<file path="config.mk">
export PLATFORM = sky130hd
export DESIGN_NAME = modbus_rtu_frame_receiver_flat
export DESIGN_NICKNAME = d
export VERILOG_FILES = /design/src/mrfr_pkg.sv /design/src/mrfr_if.sv /design/src/modbus_rtu_frame_receiver.sv /design/src/flat_wrapper.sv
export SDC_FILE = /design/constraint.sdc
export NUM_CORES = 1
export LEC_CHECK = 0
export BUFFER_PORTS_ARGS = -buffer_cell sky130_fd_sc_hd__buf_2
export CORE_ASPECT_RATIO = 0.9
export CORE_MARGIN = 1
export CORE_UTILIZATION = 50
export DETAILED_ROUTE_END_ITERATION = 6
export PLACE_DENSITY = 0.78
export SKIP_CTS_REPAIR_TIMING = 1
export SLEW_MARGIN = 20
export SYNTH_ARGS = -nofsm -noshare
export SYNTH_HDL_FRONTEND = slang
export SYNTH_SLANG_ARGS = --single-unit
</file>
<file path="constraint.sdc">
create_clock -name clk_i -period 2.7 [get_ports clk_i]
set_input_delay 0.405 -clock clk_i [delete_from_list [all_inputs] [get_ports clk_i]]
set_output_delay 0.405 -clock clk_i [all_outputs]
set_load 0.01 [all_outputs]
</file>
<file path="src/mrfr_pkg.sv">
// Shared types and constants for the Modbus RTU request frame receiver.
// No dependencies; the receiver and the checker refer to this package.
package mrfr_pkg;

  // Frame buffer size in bytes (16 to 256). The position counter is sized from it.
  localparam int unsigned FRAME_BUFFER_BYTES = 256;
  localparam int unsigned POS_W              = $clog2(FRAME_BUFFER_BYTES);

  typedef logic [POS_W-1:0] pos_t;

  // Configuration port.
  localparam int unsigned CFG_IDX_W  = 1;
  localparam int unsigned CFG_DATA_W = 8;

  typedef enum logic [CFG_IDX_W-1:0] {
    CFG_SLAVE_ADDR = 1'b0,
    CFG_BCAST_ADDR = 1'b1
  } cfg_idx_e;

  localparam logic [7:0] SLAVE_ADDR_RST = 8'h01;
  localparam logic [7:0] BCAST_ADDR_RST = 8'h00;

  // Input operation codes.
  typedef enum logic {
    OP_BYTE    = 1'b0,
    OP_RESTART = 1'b1
  } op_e;

  // Request kinds as reported on frame_kind.
  typedef enum logic [1:0] {
    KIND_NONE       = 2'd0,
    KIND_READ_REGS  = 2'd1,
    KIND_WRITE_REG  = 2'd2,
    KIND_WRITE_REGS = 2'd3
  } kind_e;

  // Function codes.
  localparam logic [7:0] FC_READ_REGS  = 8'h03;
  localparam logic [7:0] FC_WRITE_REG  = 8'h06;
  localparam logic [7:0] FC_WRITE_REGS = 8'h10;

  // Byte positions within the frame.
  localparam pos_t POS_ADDR      = pos_t'(0);
  localparam pos_t POS_FUNC      = pos_t'(1);
  localparam pos_t POS_COUNT     = pos_t'(6);
  localparam pos_t POS_FIXED_END = pos_t'(7);

  // A multi-register write ends at byte count plus this offset.
  localparam logic [8:0] MULTI_END_OFFSET = 9'd8;

  // One result transaction.
  typedef struct packed {
    logic       byte_accepted;
    logic [7:0] byte_index;
    logic [7:0] byte_value;
    kind_e      frame_kind;
    logic       frame_complete;
    logic       frame_dropped;
  } result_t;

endpackage

</file>
<file path="src/mrfr_if.sv">
// Valid/ready channel interfaces for the frame receiver: received bytes in,
// per-byte results out. Plain widths only; no package dependency.
interface mrfr_in_if;
  logic       valid;
  logic       ready;
  logic       operation;
  logic [7:0] rx_byte;

  modport source (output valid, output operation, output rx_byte, input ready);
  modport sink   (input valid, input operation, input rx_byte, output ready);
endinterface

interface mrfr_out_if;
  logic       valid;
  logic       ready;
  logic       byte_accepted;
  logic [7:0] byte_index;
  logic [7:0] byte_value;
  logic [1:0] frame_kind;
  logic       frame_complete;
  logic       frame_dropped;

  modport source (output valid, output byte_accepted, output byte_index,
                  output byte_value, output frame_kind, output frame_complete,
                  output frame_dropped, input ready);
  modport sink   (input valid, input byte_accepted, input byte_index,
                  input byte_value, input frame_kind, input frame_complete,
                  input frame_dropped, output ready);
endinterface

</file>
<file path="src/modbus_rtu_frame_receiver.sv">
// Registered output; a result appears in the output register the cycle after its input.
// Throughput: one transaction per cycle; input ready drops only while a result
//   waits in the output register and the sink is not ready.
// Reset (rst_ni low, asynchronous): position, request kind, byte count and held
//   flag clear, slave address returns to 1, broadcast address to 0, output empties.
// Depends on mrfr_pkg and the interfaces in mrfr_if.sv.
module modbus_rtu_frame_receiver (
  input  logic                            clk_i,
  input  logic                            rst_ni,
  input  logic                            cfg_we_i,
  input  logic [mrfr_pkg::CFG_IDX_W-1:0]  cfg_index_i,
  input  logic [mrfr_pkg::CFG_DATA_W-1:0] cfg_data_i,
  mrfr_in_if.sink                         in_i,
  mrfr_out_if.source                      out_o
);

  // Configuration registers
  logic [7:0] slave_addr_q;
  logic [7:0] bcast_addr_q;

  // Frame state
  mrfr_pkg::pos_t  pos_q,  pos_d;
  mrfr_pkg::kind_e kind_q, kind_d;
  logic [7:0]      cnt_q,  cnt_d;
  logic            held_q, held_d;

  // Output register
  logic              out_valid_q;
  mrfr_pkg::result_t res_q, res_d;

  logic                     in_fire;
  logic [mrfr_pkg::POS_W:0] pos_inc;
  mrfr_pkg::kind_e          fc_kind;
  logic                     addr_match;
  logic                     acc, cmp, drop, skip;
  mrfr_pkg::kind_e          kind_out;

  // Take a new transaction whenever the output register is free or being emptied.
  assign in_i.ready = !out_valid_q || out_o.ready;
  assign in_fire    = in_i.valid && in_i.ready;

  // Configuration writes; index 0 sets the slave address, index 1 the broadcast address.
  always_ff @(posedge clk_i or negedge rst_ni) begin
    if (!rst_ni) begin
      slave_addr_q <= mrfr_pkg::SLAVE_ADDR_RST;
      bcast_addr_q <= mrfr_pkg::BCAST_ADDR_RST;
    end else if (cfg_we_i) begin
      unique case (mrfr_pkg::cfg_idx_e'(cfg_index_i))
        mrfr_pkg::CFG_SLAVE_ADDR: slave_addr_q <= cfg_data_i;
        mrfr_pkg::CFG_BCAST_ADDR: bcast_addr_q <= cfg_data_i;
        default: ;
      endcase
    end
  end

  // Function code decode.
  always_comb begin
    unique case (in_i.rx_byte)
      mrfr_pkg::FC_READ_REGS:  fc_kind = mrfr_pkg::KIND_READ_REGS;
      mrfr_pkg::FC_WRITE_REG:  fc_kind = mrfr_pkg::KIND_WRITE_REG;
      mrfr_pkg::FC_WRITE_REGS: fc_kind = mrfr_pkg::KIND_WRITE_REGS;
      default:                 fc_kind = mrfr_pkg::KIND_NONE;
    endcase
  end

  assign addr_match = (in_i.rx_byte == slave_addr_q) || (in_i.rx_byte == bcast_addr_q);
  assign pos_inc    = {1'b0, pos_q} + {{mrfr_pkg::POS_W{1'b0}}, 1'b1};

  // One pass over the incoming byte: classify, advance position, build the result.
  always_comb begin
    pos_d    = pos_q;
    kind_d   = kind_q;
    cnt_d    = cnt_q;
    held_d   = held_q;
    acc      = 1'b0;
    cmp      = 1'b0;
    drop     = 1'b0;
    skip     = 1'b0;
    kind_out = mrfr_pkg::KIND_NONE;

    if (mrfr_pkg::op_e'(in_i.operation) == mrfr_pkg::OP_RESTART) begin
      // Restart: discard any partial frame and release a held one.
      pos_d  = '0;
      held_d = 1'b0;
      kind_d = mrfr_pkg::KIND_NONE;
    end else if (held_q) begin
      // Hold the completed frame; ignore the byte.
      skip = 1'b1;
    end else begin
      if (pos_q == mrfr_pkg::POS_ADDR) begin
        if (addr_match) begin
          kind_d = mrfr_pkg::KIND_NONE;
          acc    = 1'b1;
        end else begin
          skip = 1'b1;
        end
      end else if (pos_q == mrfr_pkg::POS_FUNC) begin
        kind_d = fc_kind;
        if (fc_kind == mrfr_pkg::KIND_NONE) begin
          drop = 1'b1;
        end else begin
          acc      = 1'b1;
          kind_out = fc_kind;
        end
      end else if (kind_q == mrfr_pkg::KIND_NONE) begin
        drop = 1'b1;
      end else begin
        acc      = 1'b1;
        kind_out = kind_q;
        if (pos_q == mrfr_pkg::POS_COUNT) begin
          cnt_d = in_i.rx_byte;
        end
        // Byte count is stored before any position that can end the frame.
        if (kind_q == mrfr_pkg::KIND_WRITE_REGS) begin
          cmp = (pos_q >= mrfr_pkg::POS_FIXED_END) &&
                (9'(pos_q) == ({1'b0, cnt_q} + mrfr_pkg::MULTI_END_OFFSET));
        end else begin
          cmp = (pos_q == mrfr_pkg::POS_FIXED_END);
        end
      end

      if (drop) begin
        pos_d  = '0;
        kind_d = mrfr_pkg::KIND_NONE;
      end else if (!skip) begin
        if (pos_inc >= (mrfr_pkg::POS_W+1)'(mrfr_pkg::FRAME_BUFFER_BYTES)) begin
          // Buffer end: a completing byte still counts, anything else overflows.
          pos_d = '0;
          if (!cmp) begin
            drop     = 1'b1;
            acc      = 1'b0;
            kind_out = mrfr_pkg::KIND_NONE;
            kind_d   = mrfr_pkg::KIND_NONE;
          end
        end else begin
          pos_d = pos_inc[mrfr_pkg::POS_W-1:0];
        end
        if (cmp) begin
          held_d = 1'b1;
        end
      end
    end

    res_d                = '0;
    res_d.frame_complete = cmp;
    res_d.frame_dropped  = drop;
    if (acc) begin
      res_d.byte_accepted = 1'b1;
      res_d.byte_index    = 8'(pos_q);
      res_d.byte_value    = in_i.rx_byte;
      res_d.frame_kind    = kind_out;
    end
  end

  // Frame state advances only on an accepted transaction.
  always_ff @(posedge clk_i or negedge rst_ni) begin
    if (!rst_ni) begin
      pos_q  <= '0;
      kind_q <= mrfr_pkg::KIND_NONE;
      cnt_q  <= '0;
      held_q <= 1'b0;
    end else if (in_fire) begin
      pos_q  <= pos_d;
      kind_q <= kind_d;
      cnt_q  <= cnt_d;
      held_q <= held_d;
    end
  end

  // Output register: load on input transaction, drain when the sink takes it.
  always_ff @(posedge clk_i or negedge rst_ni) begin
    if (!rst_ni) begin
      out_valid_q <= 1'b0;
    end else if (in_fire) begin
      out_valid_q <= 1'b1;
    end else if (out_o.ready) begin
      out_valid_q <= 1'b0;
    end
  end

  always_ff @(posedge clk_i) begin
    if (in_fire) begin
      res_q <= res_d;
    end
  end

  assign out_o.valid          = out_valid_q;
  assign out_o.byte_accepted  = res_q.byte_accepted;
  assign out_o.byte_index     = res_q.byte_index;
  assign out_o.byte_value     = res_q.byte_value;
  assign out_o.frame_kind     = res_q.frame_kind;
  assign out_o.frame_complete = res_q.frame_complete;
  assign out_o.frame_dropped  = res_q.frame_dropped;

endmodule

</file>
<file path="src/flat_wrapper.sv">
// flat-port wrapper written by rule: the top's interface ports become plain ports
module modbus_rtu_frame_receiver_flat 
  (clk_i, rst_ni, cfg_we_i, cfg_index_i, cfg_data_i, in_i_valid, in_i_operation, in_i_rx_byte, in_i_ready, out_o_valid, out_o_byte_accepted, out_o_byte_index, out_o_byte_value, out_o_frame_kind, out_o_frame_complete, out_o_frame_dropped, out_o_ready);
  mrfr_in_if in_i_i ();
  mrfr_out_if out_o_i ();
  input  logic clk_i;
  input  logic rst_ni;
  input  logic cfg_we_i;
  input  logic [mrfr_pkg::CFG_IDX_W-1:0] cfg_index_i;
  input  logic [mrfr_pkg::CFG_DATA_W-1:0] cfg_data_i;
  input wire logic [$bits(in_i_i.valid)-1:0] in_i_valid;
  input wire logic [$bits(in_i_i.operation)-1:0] in_i_operation;
  input wire logic [$bits(in_i_i.rx_byte)-1:0] in_i_rx_byte;
  output wire logic [$bits(in_i_i.ready)-1:0] in_i_ready;
  output wire logic [$bits(out_o_i.valid)-1:0] out_o_valid;
  output wire logic [$bits(out_o_i.byte_accepted)-1:0] out_o_byte_accepted;
  output wire logic [$bits(out_o_i.byte_index)-1:0] out_o_byte_index;
  output wire logic [$bits(out_o_i.byte_value)-1:0] out_o_byte_value;
  output wire logic [$bits(out_o_i.frame_kind)-1:0] out_o_frame_kind;
  output wire logic [$bits(out_o_i.frame_complete)-1:0] out_o_frame_complete;
  output wire logic [$bits(out_o_i.frame_dropped)-1:0] out_o_frame_dropped;
  input wire logic [$bits(out_o_i.ready)-1:0] out_o_ready;
  assign in_i_i.valid = in_i_valid;
  assign in_i_i.operation = in_i_operation;
  assign in_i_i.rx_byte = in_i_rx_byte;
  assign in_i_ready = in_i_i.ready;
  assign out_o_valid = out_o_i.valid;
  assign out_o_byte_accepted = out_o_i.byte_accepted;
  assign out_o_byte_index = out_o_i.byte_index;
  assign out_o_byte_value = out_o_i.byte_value;
  assign out_o_frame_kind = out_o_i.frame_kind;
  assign out_o_frame_complete = out_o_i.frame_complete;
  assign out_o_frame_dropped = out_o_i.frame_dropped;
  assign out_o_i.ready = out_o_ready;
  modbus_rtu_frame_receiver u_core (.clk_i(clk_i), .rst_ni(rst_ni), .cfg_we_i(cfg_we_i), .cfg_index_i(cfg_index_i), .cfg_data_i(cfg_data_i), .in_i(in_i_i), .out_o(out_o_i));
endmodule
</file>
==> impl_metrics.py, run 1 <==
metrics = {
    "global_route": {
        "grt_start_max_net_pins": 37,
        "number_of_global_route_vias_before_repair": 2093,
        "grt_antenna_before_repair": 0,
        "wire_length_of_the_first_global_routing_pass_mm": 10.5,
        "globalRouteTotalUtil": 0.217,
        "overflow": 0,
    },
    "yosys": {
        "syn_area_per_cell_um2": 11.7,
        "synthesized_area_um2": 3040,
        "synthArstFlopShare": 0.632,
        "yosysUniqueCellTypes": 55,
        "synth_nets": 287,
        "post_synth_main_area_contributors": "sky130_fd_sc_hd__dfrtp_1 (29%), sky130_fd_sc_hd__edfxtp_1 (21%), sky130_fd_sc_hd__mux2_2 (9.3%), sky130_fd_sc_hd__xnor2_1 (4.3%), sky130_fd_sc_hd__and2_1 (3.5%)",
        "proportion_of_synthesized_chip_area_in_sequential_cells": 0.505,
        "ys_warn_count": 0,
        "synthesized_instance_count": 259,
        "synth.top_cell.area_share": 0.288,
        "synth.largest_area_cell": "sky130_fd_sc_hd__dfrtp_1",
        "synth_ff_type": "sky130_fd_sc_hd__dfrtp_1",
        "postSynthRegisterBits": 57,
        "synth_edf_count": 21,
    },
    "routing": {
        "drtAntennaViolNets": 0,
        "pre_antenna_drt_iters": 6,
        "drt_iter0_markers": 140,
        "via_per_inst": 5.57,
        "number_of_vias_in_the_routed_layout": 2185,
        "finalWirelength_mm": 6.35,
        "detail_route.drc_violations": 6,
        "route.detailed.wl_per_inst_um": 16.2,
    },
    "worst_setup_path": {
        "timing.critical_path.slowest_cell_delay_ps": 580,
        "count_of_buffer_and_inverter_cells_on_the_critical_path": 1,
        "critical_path_cell_count": 7,
        "rrSetupSlack_ps": 50,
        "r2r_end": "u_core.out_o.byte_value[5]",
        "crit_path_top_delay_cell": "sky130_fd_sc_hd__or4b_4",
        "timing.reg2reg.worst_path_depth": 7,
        "critical_path.cell_chain": "or4_4 > or4b_4 > a41o_4 > o21ai_2 > a211oi_4 > buf_4 > and2_1",
        "setup.worst_path.end_class": "flop",
        "r2r-start": "u_core.pos_q[7]",
        "worst_ep_arrival_time_ps": 2750,
        "critical_path.startpoint": "u_core.pos_q[7]",
        "worst_ep_required_time_ps": 2790,
        "path_class": "reg2reg",
        "worst_setup_path_start_kind": "flop",
        "timing.critical_path.fanout_max": 10,
        "cpLargestDelayFamily": "simple AND/OR/NAND/NOR gates",
        "endpoint": "u_core.out_o.byte_value[5]",
    },
    "floorplanning": {
        "start_util": 0.528,
        "pin_count": 46,
        "fp.dieArea_um2": 6390,
        "fp.dieH_um": 75.9,
        "design.core.area_um2": 5760,
        "chipWidth_um": 84.2,
        "num_rows": 26,
    },
    "outcome": {
        "result_of_the_run": "complete, but fails checks",
        "failing_checks": "design-rule violations",
    },
    "power": {
        "power.density_nw_per_um2": 751,
        "power_leakage_nw": 1.59,
        "overall_power_w": 0.00272,
        "worst_vdd_rail_ir_drop_v": 0.000306,
    },
    "placed_design": {
        "dp.final_hpwl_mm": 4.62,
        "placedInstanceArea_um2": 3380,
        "portBuffers": 45,
        "gp_congestion": 0.839,
    },
    "cts": {
        "tritoncts_clock_tree": "yes",
        "clk-insertion-delay-late_ps": 330,
        "cts_buffers": 9,
        "clk_pin_slew_ps": 70,
        "ctsRootBufferMaster": "sky130_fd_sc_hd__clkbuf_8",
        "cts-htree-levels": 3,
        "clock_sinks": 57,
        "max_clock_buf_depth": 2,
    },
    "timing": {
        "fmax_mhz": 377,
        "slew_headroom": 0.455,
        "timing.hold.ws_ps": 162,
        "setup_violations": 0,
        "finalCritPeriodShare": 0.983,
        "worstMarginPinSlew_ps": 817,
        "final.min_clock_period_ps": 2650,
        "finalMaxSlewViolations": 0,
        "skew_ps": 10.7,
        "hold_viol": 0,
    },
    "finish": {
        "flow.area_growth_from_synthesis_pct": 19.2,
        "antennaDiodeCount": 0,
        "mostFrequentLayoutCells": "sky130_fd_sc_hd__buf_2 (45), sky130_fd_sc_hd__dfrtp_1 (35), sky130_fd_sc_hd__mux2_2 (25)",
        "nets": 345,
        "post_route_cells_drive_above_1_share": 0.335,
        "final_area_um2": 3620,
        "layout.cells.most_common": "sky130_fd_sc_hd__buf_2",
    },
    "worst_hold_path": {
        "worstHoldPathType": "in2async",
    },
    "flow_run": {
        "drv_cap": 0,
    },
}
-- worst reg2reg max path, cell delays in order, from the launching register on --
cell	delay [ps]
sky130_fd_sc_hd__dfrtp_1	400
sky130_fd_sc_hd__or4_4	560
sky130_fd_sc_hd__or4b_4	580
sky130_fd_sc_hd__a41o_4	280
sky130_fd_sc_hd__o21ai_2	200
sky130_fd_sc_hd__a211oi_4	70
sky130_fd_sc_hd__buf_4	180
sky130_fd_sc_hd__and2_1	160
-- how the worst min path moves through the flow --
stage / end / slack [ps]
floorplan: u_core.bcast_addr_q[0] / 110
global placement: u_core.bcast_addr_q[1] / 510
detailed placement: u_core.slave_addr_q[3] / 520
CTS: u_core.bcast_addr_q[1] / 180
global route: u_core.bcast_addr_q[1] / 230
finish: u_core.bcast_addr_q[1] / 160
-- flip-flops by register name (all words and copies together), names as in the netlist --
register and flops:
u_core.pos_q 8, u_core.out_o.frame_dropped 1, u_core.out_o.byte_accepted 1, u_core.bcast_addr_q 8
u_core.out_o.frame_complete 1, u_core.slave_addr_q 8, u_core.out_o.byte_value 8, u_core.kind_q 2
u_core.cnt_q 8, u_core.out_o.frame_kind 2, u_core.out_o.byte_index 8, u_core.out_o.valid 1
u_core.held_q 1
-- cell families after synthesis --
group                    Yosys count  share of synthesized area
multiplexers                      26                     0.0960
AO/OA/AOI/OAI                     36                     0.0923
flip-flops                        57                      0.505
adder cells (fa/ha/maj)            5                     0.0206
XOR/XNOR                          26                     0.0750
buffers and inverters             20                     0.0329
AND/OR/NAND/NOR                   89                      0.179
-- power by group --
part / leakage, nW / internal, W / total, W / switching (W)
combinational: 0.819 / 0.000395 / 0.000829 / 0.000434
clock: 0.0998 / 0.000483 / 0.000811 / 0.000328
sequential: 0.669 / 0.00101 / 0.00108 / 0.0000710
total: 1.59 / 0.00189 / 0.00272 / 0.000833
-- Yosys cell counts, types with 2 or more instances --
master / n
sky130_fd_sc_hd__and4_1: 2
sky130_fd_sc_hd__inv_1: 6
sky130_fd_sc_hd__and2_1: 17
sky130_fd_sc_hd__xnor2_1: 15
sky130_fd_sc_hd__edfxtp_1: 21
sky130_fd_sc_hd__nand4_1: 4
sky130_fd_sc_hd__nand2b_1: 3
sky130_fd_sc_hd__o41ai_1: 2
sky130_fd_sc_hd__mux2_2: 25
sky130_fd_sc_hd__nor4bb_1: 3
sky130_fd_sc_hd__nor2b_1: 2
sky130_fd_sc_hd__a21oi_1: 5
sky130_fd_sc_hd__nor2_1: 13
sky130_fd_sc_hd__nor3b_1: 4
sky130_fd_sc_hd__nand3_1: 5
sky130_fd_sc_hd__buf_6: 3
sky130_fd_sc_hd__ha_1: 5
sky130_fd_sc_hd__o21bai_1: 2
sky130_fd_sc_hd__nor4_1: 2
sky130_fd_sc_hd__dfrtp_1: 35
sky130_fd_sc_hd__xor2_1: 11
sky130_fd_sc_hd__and3_1: 5
sky130_fd_sc_hd__a2bb2oi_1: 3
sky130_fd_sc_hd__o21ai_0: 4
sky130_fd_sc_hd__a221o_1: 3
sky130_fd_sc_hd__clkbuf_1: 9
sky130_fd_sc_hd__o21ai_1: 3
sky130_fd_sc_hd__nor3_1: 3
sky130_fd_sc_hd__nand2_1: 14
sky130_fd_sc_hd__nand3b_1: 3
sky130_fd_sc_hd__a21o_1: 3
-- metal layers --
layer,routed length [um],vias to the layer above,share of wire,GRT usage
met2,2900,58,0.46,0.324
li1,-,1056,-,-
met3,247,6,0.039,0.0534
met1,3130,1065,0.49,0.308
met5,0,-,0,0
met4,65,0,0.010,0.0759
-- cell type report --
class | count | area (um2)
well taps | 70 | 87.6
repair buffers | 61 | 345
clock buffers | 14 | 164
fillers | 463 | 2140
clock inverters | 2 | 35.0
inverters | 6 | 22.5
multi-input cells | 182 | 1440
flip-flops and latches | 57 | 1530
-- stage by stage --
step	std cells	util	worst slack (ps)	setup TNS (ps)
2_1_floorplan	259	-	130	0
3_3_place_gp	374	0.587	43.7	0
3_5_place_dp	374	0.587	-72.7	-173
4_1_cts	390	0.621	-107	-713
5_1_grt	392	0.629	-17.9	-60.9
6_report	392	0.629	45.5	0
Note: power is estimated with default switching activity, not from simulation.
==> run 2: changes to the inputs <==
Settings changed: CTS_BUF_LIST set to sky130_fd_sc_hd__clkbuf_8.
==> impl_metrics.py, run 2 (synthesis results as in run 1) <==
metrics = {
    "outcome": {
        "result_of_the_run": "complete, but fails checks",
        "failing_checks": "design-rule violations",
    },
    "power": {
        "overall_power_w": 0.00274,
        "power.density_nw_per_um2": 755,
        "worst_vdd_rail_ir_drop_v": 0.000334,
        "power_leakage_nw": 1.61,
    },
    "worst_setup_path": {
        "crit_path_top_delay_cell": "sky130_fd_sc_hd__or4b_4",
        "r2r_end": "u_core.out_o.byte_value[5]",
        "setup.worst_path.end_class": "flop",
        "critical_path.startpoint": "u_core.pos_q[7]",
        "worst_ep_required_time_ps": 2790,
        "worst_setup_path_start_kind": "flop",
        "path_class": "reg2reg",
        "critical_path.cell_chain": "or4_4 > or4b_4 > a41o_4 > o21ai_2 > a211oi_4 > buf_4 > and2_1",
        "r2r-start": "u_core.pos_q[7]",
        "timing.critical_path.slowest_cell_delay_ps": 580,
        "timing.reg2reg.worst_path_depth": 7,
        "cpLargestDelayFamily": "simple AND/OR/NAND/NOR gates",
        "worst_ep_arrival_time_ps": 2750,
        "rrSetupSlack_ps": 40,
        "endpoint": "u_core.out_o.byte_value[5]",
        "timing.critical_path.fanout_max": 10,
        "critical_path_cell_count": 7,
        "count_of_buffer_and_inverter_cells_on_the_critical_path": 1,
    },
    "placed_design": {
        "gp_congestion": 0.839,
        "dp.final_hpwl_mm": 4.62,
        "portBuffers": 45,
    },
    "global_route": {
        "grt.busiest_layer": "met2",
        "grt_antenna_before_repair": 0,
        "number_of_global_route_vias_before_repair": 2097,
        "wire_length_of_the_first_global_routing_pass_mm": 10.5,
        "grt_start_max_net_pins": 37,
        "use_met1": 0.309,
        "global_route.usage.met2": 0.324,
        "grt.met3_usage": 0.0534,
        "globalRouteTotalUtil": 0.217,
        "overflow": 0,
    },
    "timing": {
        "finalCritPeriodShare": 0.984,
        "skew_ps": 13.0,
        "setup-tns-final_ps": 0,
        "hold_viol": 0,
        "fmax_mhz": 376,
        "slew_headroom": 0.460,
        "timing.hold.ws_ps": 156,
        "setup_violations": 0,
        "finalMaxSlewViolations": 0,
        "final.min_clock_period_ps": 2660,
        "worstMarginPinSlew_ps": 810,
    },
    "routing": {
        "detail_route.drc_violations": 6,
        "drt_iter0_markers": 147,
        "number_of_vias_in_the_routed_layout": 2194,
        "drtAntennaViolNets": 0,
        "finalWirelength_mm": 6.38,
        "route.detailed.wl_per_inst_um": 16.3,
        "pre_antenna_drt_iters": 6,
        "via_per_inst": 5.60,
    },
    "floorplanning": {
        "num_rows": 26,
        "fp.dieArea_um2": 6390,
        "start_util": 0.528,
        "design.core.area_um2": 5760,
        "chipWidth_um": 84.2,
        "pin_count": 46,
        "fp.dieH_um": 75.9,
    },
    "cts": {
        "clock_sinks": 57,
        "cts-htree-levels": 3,
        "max_clock_buf_depth": 2,
        "cts_buffers": 9,
        "clk-insertion-delay-late_ps": 340,
        "clk_pin_slew_ps": 70,
        "tritoncts_clock_tree": "yes",
        "ctsRootBufferMaster": "sky130_fd_sc_hd__clkbuf_8",
    },
    "finish": {
        "nets": 345,
        "flow.area_growth_from_synthesis_pct": 19.4,
        "layout.cells.most_common": "sky130_fd_sc_hd__buf_2",
        "post_route_cells_drive_above_1_share": 0.335,
        "nFillCells": 462,
        "antennaDiodeCount": 0,
        "mostFrequentLayoutCells": "sky130_fd_sc_hd__buf_2 (45), sky130_fd_sc_hd__dfrtp_1 (35), sky130_fd_sc_hd__mux2_2 (25)",
    },
    "flow_run": {
        "drv_cap": 0,
    },
    "worst_hold_path": {
        "worstHoldPathType": "in2async",
    },
}
run 2: cell types whose count changed in the layout (fill, tap and decap cells not counted):
cell	change
sky130_fd_sc_hd__clkbuf_16	-1
sky130_fd_sc_hd__bufinv_16	+1
sky130_fd_sc_hd__inv_1	+4
sky130_fd_sc_hd__clkbuf_1	-4
run 2: area by class of cell:
cell class / instances / area, um2 / share of cell area
flip-flops and latches: 57 / 1530 / 0.423
repair buffers: 61 / 345 / 0.0952
clock buffers: 9 / 124 / 0.0341
multi-input cells: 182 / 1440 / 0.396
well taps: 70 / 87.6 / 0.0241
inverters: 6 / 22.5 / 0.00621
clock inverters: 7 / 80.1 / 0.0221
run 2: report_power, final:
group | internal [W] | switching, W
Clock | 0.000505 | 0.000329
Sequential | 0.00101 | 0.0000708
Combinational | 0.000395 | 0.000432
Total | 0.00191 | 0.000832
run 2: layer usage:
layer	vias up	wire length (um)
li1	1055	-
met1	1068	3060
met2	65	2940
met3	6	318
met4	0	66
met5	-	0
run 2: worst min-delay path by stage:
| stage | cells after the start | slack (ps) | endpoint | from |
|---|---|---|---|---|
| final | 1 | 160 | u_core.bcast_addr_q[1] | rst_ni |
| after global routing | 1 | 230 | u_core.bcast_addr_q[1] | rst_ni |
| after CTS | 1 | 170 | u_core.bcast_addr_q[1] | rst_ni |
| after detailed placement | 1 | 520 | u_core.slave_addr_q[3] | u_core.slave_addr_q[3] |
| after global placement | 1 | 510 | u_core.bcast_addr_q[1] | u_core.bcast_addr_q[1] |
| after floorplan | 0 | 110 | u_core.bcast_addr_q[0] | rst_ni |
run 2: through the flow:
stage           util  setup slack, ps  cell area (um2)  instances
2_1_floorplan      -              130             3040        259
3_3_place_gp   0.587             43.7             3380        374
3_5_place_dp   0.587            -72.7             3380        374
4_1_cts        0.622             -107             3580        390
5_1_grt        0.630            -18.0             3630        392
6_report       0.630             42.2             3630        392
==> run 3: changes to the inputs <==
Settings changed: BUFFER_PORTS_ARGS -buffer_cell sky130_fd_sc_hd__buf_2 to not set, CTS_BUF_LIST sky130_fd_sc_hd__clkbuf_8 to sky130_fd_sc_hd__clkbuf_4 sky130_fd_sc_hd__clkbuf_8, DONT_BUFFER_PORTS set to 1, PLACE_DENSITY 0.78 to 0.72.
==> impl_metrics.py, run 3 (synthesis results as in run 1) <==
metrics = {
    "routing": {
        "detail_route.drc_violations": 8,
        "number_of_vias_in_the_routed_layout": 2078,
        "drtAntennaViolNets": 0,
        "finalWirelength_mm": 6.30,
        "route.detailed.wl_per_inst_um": 17.8,
        "pre_antenna_drt_iters": 7,
        "via_per_inst": 5.87,
        "drt_iter0_markers": 174,
    },
    "cts": {
        "max_clock_buf_depth": 2,
        "clk-insertion-delay-late_ps": 350,
        "cts_buffers": 9,
        "tritoncts_clock_tree": "yes",
        "ctsRootBufferMaster": "sky130_fd_sc_hd__clkbuf_8",
        "cts-htree-levels": 3,
        "clk_pin_slew_ps": 60,
        "clock_sinks": 57,
    },
    "global_route": {
        "globalRouteTotalUtil": 0.210,
        "wire_length_of_the_first_global_routing_pass_mm": 10.1,
        "grt_antenna_before_repair": 0,
        "grt_start_max_net_pins": 37,
        "number_of_global_route_vias_before_repair": 1959,
        "overflow": 0,
    },
    "worst_setup_path": {
        "worst_ep_arrival_time_ps": 2750,
        "worst_ep_required_time_ps": 2790,
        "rrSetupSlack_ps": 40,
        "critical_path.cell_chain": "or4_4 > or4b_4 > a41o_4 > o21ai_4 > a211oi_4 > buf_4 > and2_1",
        "worst_setup_path_start_kind": "flop",
        "setup.worst_path.end_class": "flop",
        "crit_path_top_delay_cell": "sky130_fd_sc_hd__or4_4",
        "r2r-start": "u_core.pos_q[6]",
        "endpoint": "u_core.out_o.byte_index[3]",
        "timing.reg2reg.worst_path_depth": 7,
        "timing.critical_path.fanout_max": 7,
        "critical_path.startpoint": "u_core.pos_q[6]",
        "timing.critical_path.slowest_cell_delay_ps": 570,
        "r2r_end": "u_core.out_o.byte_index[3]",
        "path_class": "reg2reg",
    },
    "power": {
        "power.density_nw_per_um2": 807,
        "power_leakage_nw": 1.46,
        "overall_power_w": 0.00283,
        "worst_vdd_rail_ir_drop_v": 0.000437,
    },
    "floorplanning": {
        "fp.dieH_um": 75.9,
        "chipWidth_um": 84.2,
        "start_util": 0.528,
        "pin_count": 46,
        "fp.dieArea_um2": 6390,
        "num_rows": 26,
        "design.core.area_um2": 5760,
    },
    "timing": {
        "finalCritPeriodShare": 0.985,
        "final.setup.worst_slack_ps": 40.6,
        "hold_viol": 0,
        "grt_setup_unrepaired": "false",
        "timing.hold.ws_ps": 173,
        "slew_headroom": 0.480,
        "worstMarginPinSlew_ps": 778,
        "setup_violations": 0,
        "fmax_mhz": 376,
        "final.min_clock_period_ps": 2660,
        "skew_ps": 12.6,
        "finalMaxSlewViolations": 0,
    },
    "outcome": {
        "result_of_the_run": "complete, but fails checks",
        "failing_checks": "design-rule violations",
    },
    "finish": {
        "antennaDiodeCount": 0,
        "area.sequential_um2": 1530,
        "nFillCells": 447,
        "layout.cells.most_common": "sky130_fd_sc_hd__dfrtp_1",
        "flow.area_growth_from_synthesis_pct": 15.3,
        "nets": 307,
        "fin_util": 0.608,
        "mostFrequentLayoutCells": "sky130_fd_sc_hd__dfrtp_1 (35), sky130_fd_sc_hd__mux2_2 (25), sky130_fd_sc_hd__edfxtp_1 (21)",
        "post_route_cells_drive_above_1_share": 0.250,
        "multiInputGateArea_um2": 1440,
    },
    "placed_design": {
        "place_worst_setup_slack_ps": -124,
        "gp_congestion": 0.823,
        "portBuffers": 0,
        "dp.final_hpwl_mm": 4.41,
    },
    "worst_hold_path": {
        "worstHoldPathType": "in2reg",
    },
    "flow_run": {
        "drv_cap": 0,
    },
}
-- run 3: worst max-delay path, delay by kind of cell (launching register included) --
family	cells	cell delay (ps)
flops	1	370
simple gates	3	1290
buf+inv	1	180
compound gates	3	570
-- run 3: area by class of cell --
type | count | area share
timing repair buffer | 23 | 0.0547
sequential | 57 | 0.438
inverter | 6 | 0.00643
multi-input combinational | 182 | 0.411
clock inverter | 5 | 0.0222
clock buffer | 11 | 0.0432
tap | 70 | 0.0250
-- run 3: stage by stage --
step	setup TNS, ps	instance area (um2)	std cells
3_3_place_gp	-7.46	3160	330
4_1_cts	-1610	3390	346
3_5_place_dp	-1390	3160	330
2_1_floorplan	0	3040	259
6_report	0	3500	354
5_1_grt	0	3500	354
-- run 3: how the worst min path moves through the flow --
stage,from,to,slack [ps],cells past startpoint
final,in_i_valid,u_core.out_o.valid,170,1
after global routing,in_i_valid,u_core.out_o.valid,150,1
after CTS,rst_ni,u_core.bcast_addr_q[1],-270,0
after detailed placement,rst_ni,u_core.bcast_addr_q[3],110,0
after global placement,rst_ni,u_core.bcast_addr_q[7],110,0
after floorplan,rst_ni,u_core.bcast_addr_q[0],110,0
-- run 3: layer usage --
| metal | part of all wire | up-vias | track usage |
|---|---|---|---|
| met4 | 0.020 | 0 | 0.105 |
| met1 | 0.47 | 1027 | 0.292 |
| li1 | - | 979 | - |
| met5 | 0 | - | 0 |
| met2 | 0.45 | 58 | 0.300 |
| met3 | 0.056 | 14 | 0.0610 |
-- run 3: report_power, final --
group          internal (W)  switching [W]  total, W
registers           0.00101      0.0000923   0.00110
clock network      0.000566       0.000335  0.000901
logic              0.000421       0.000401  0.000823
total               0.00200       0.000828   0.00283
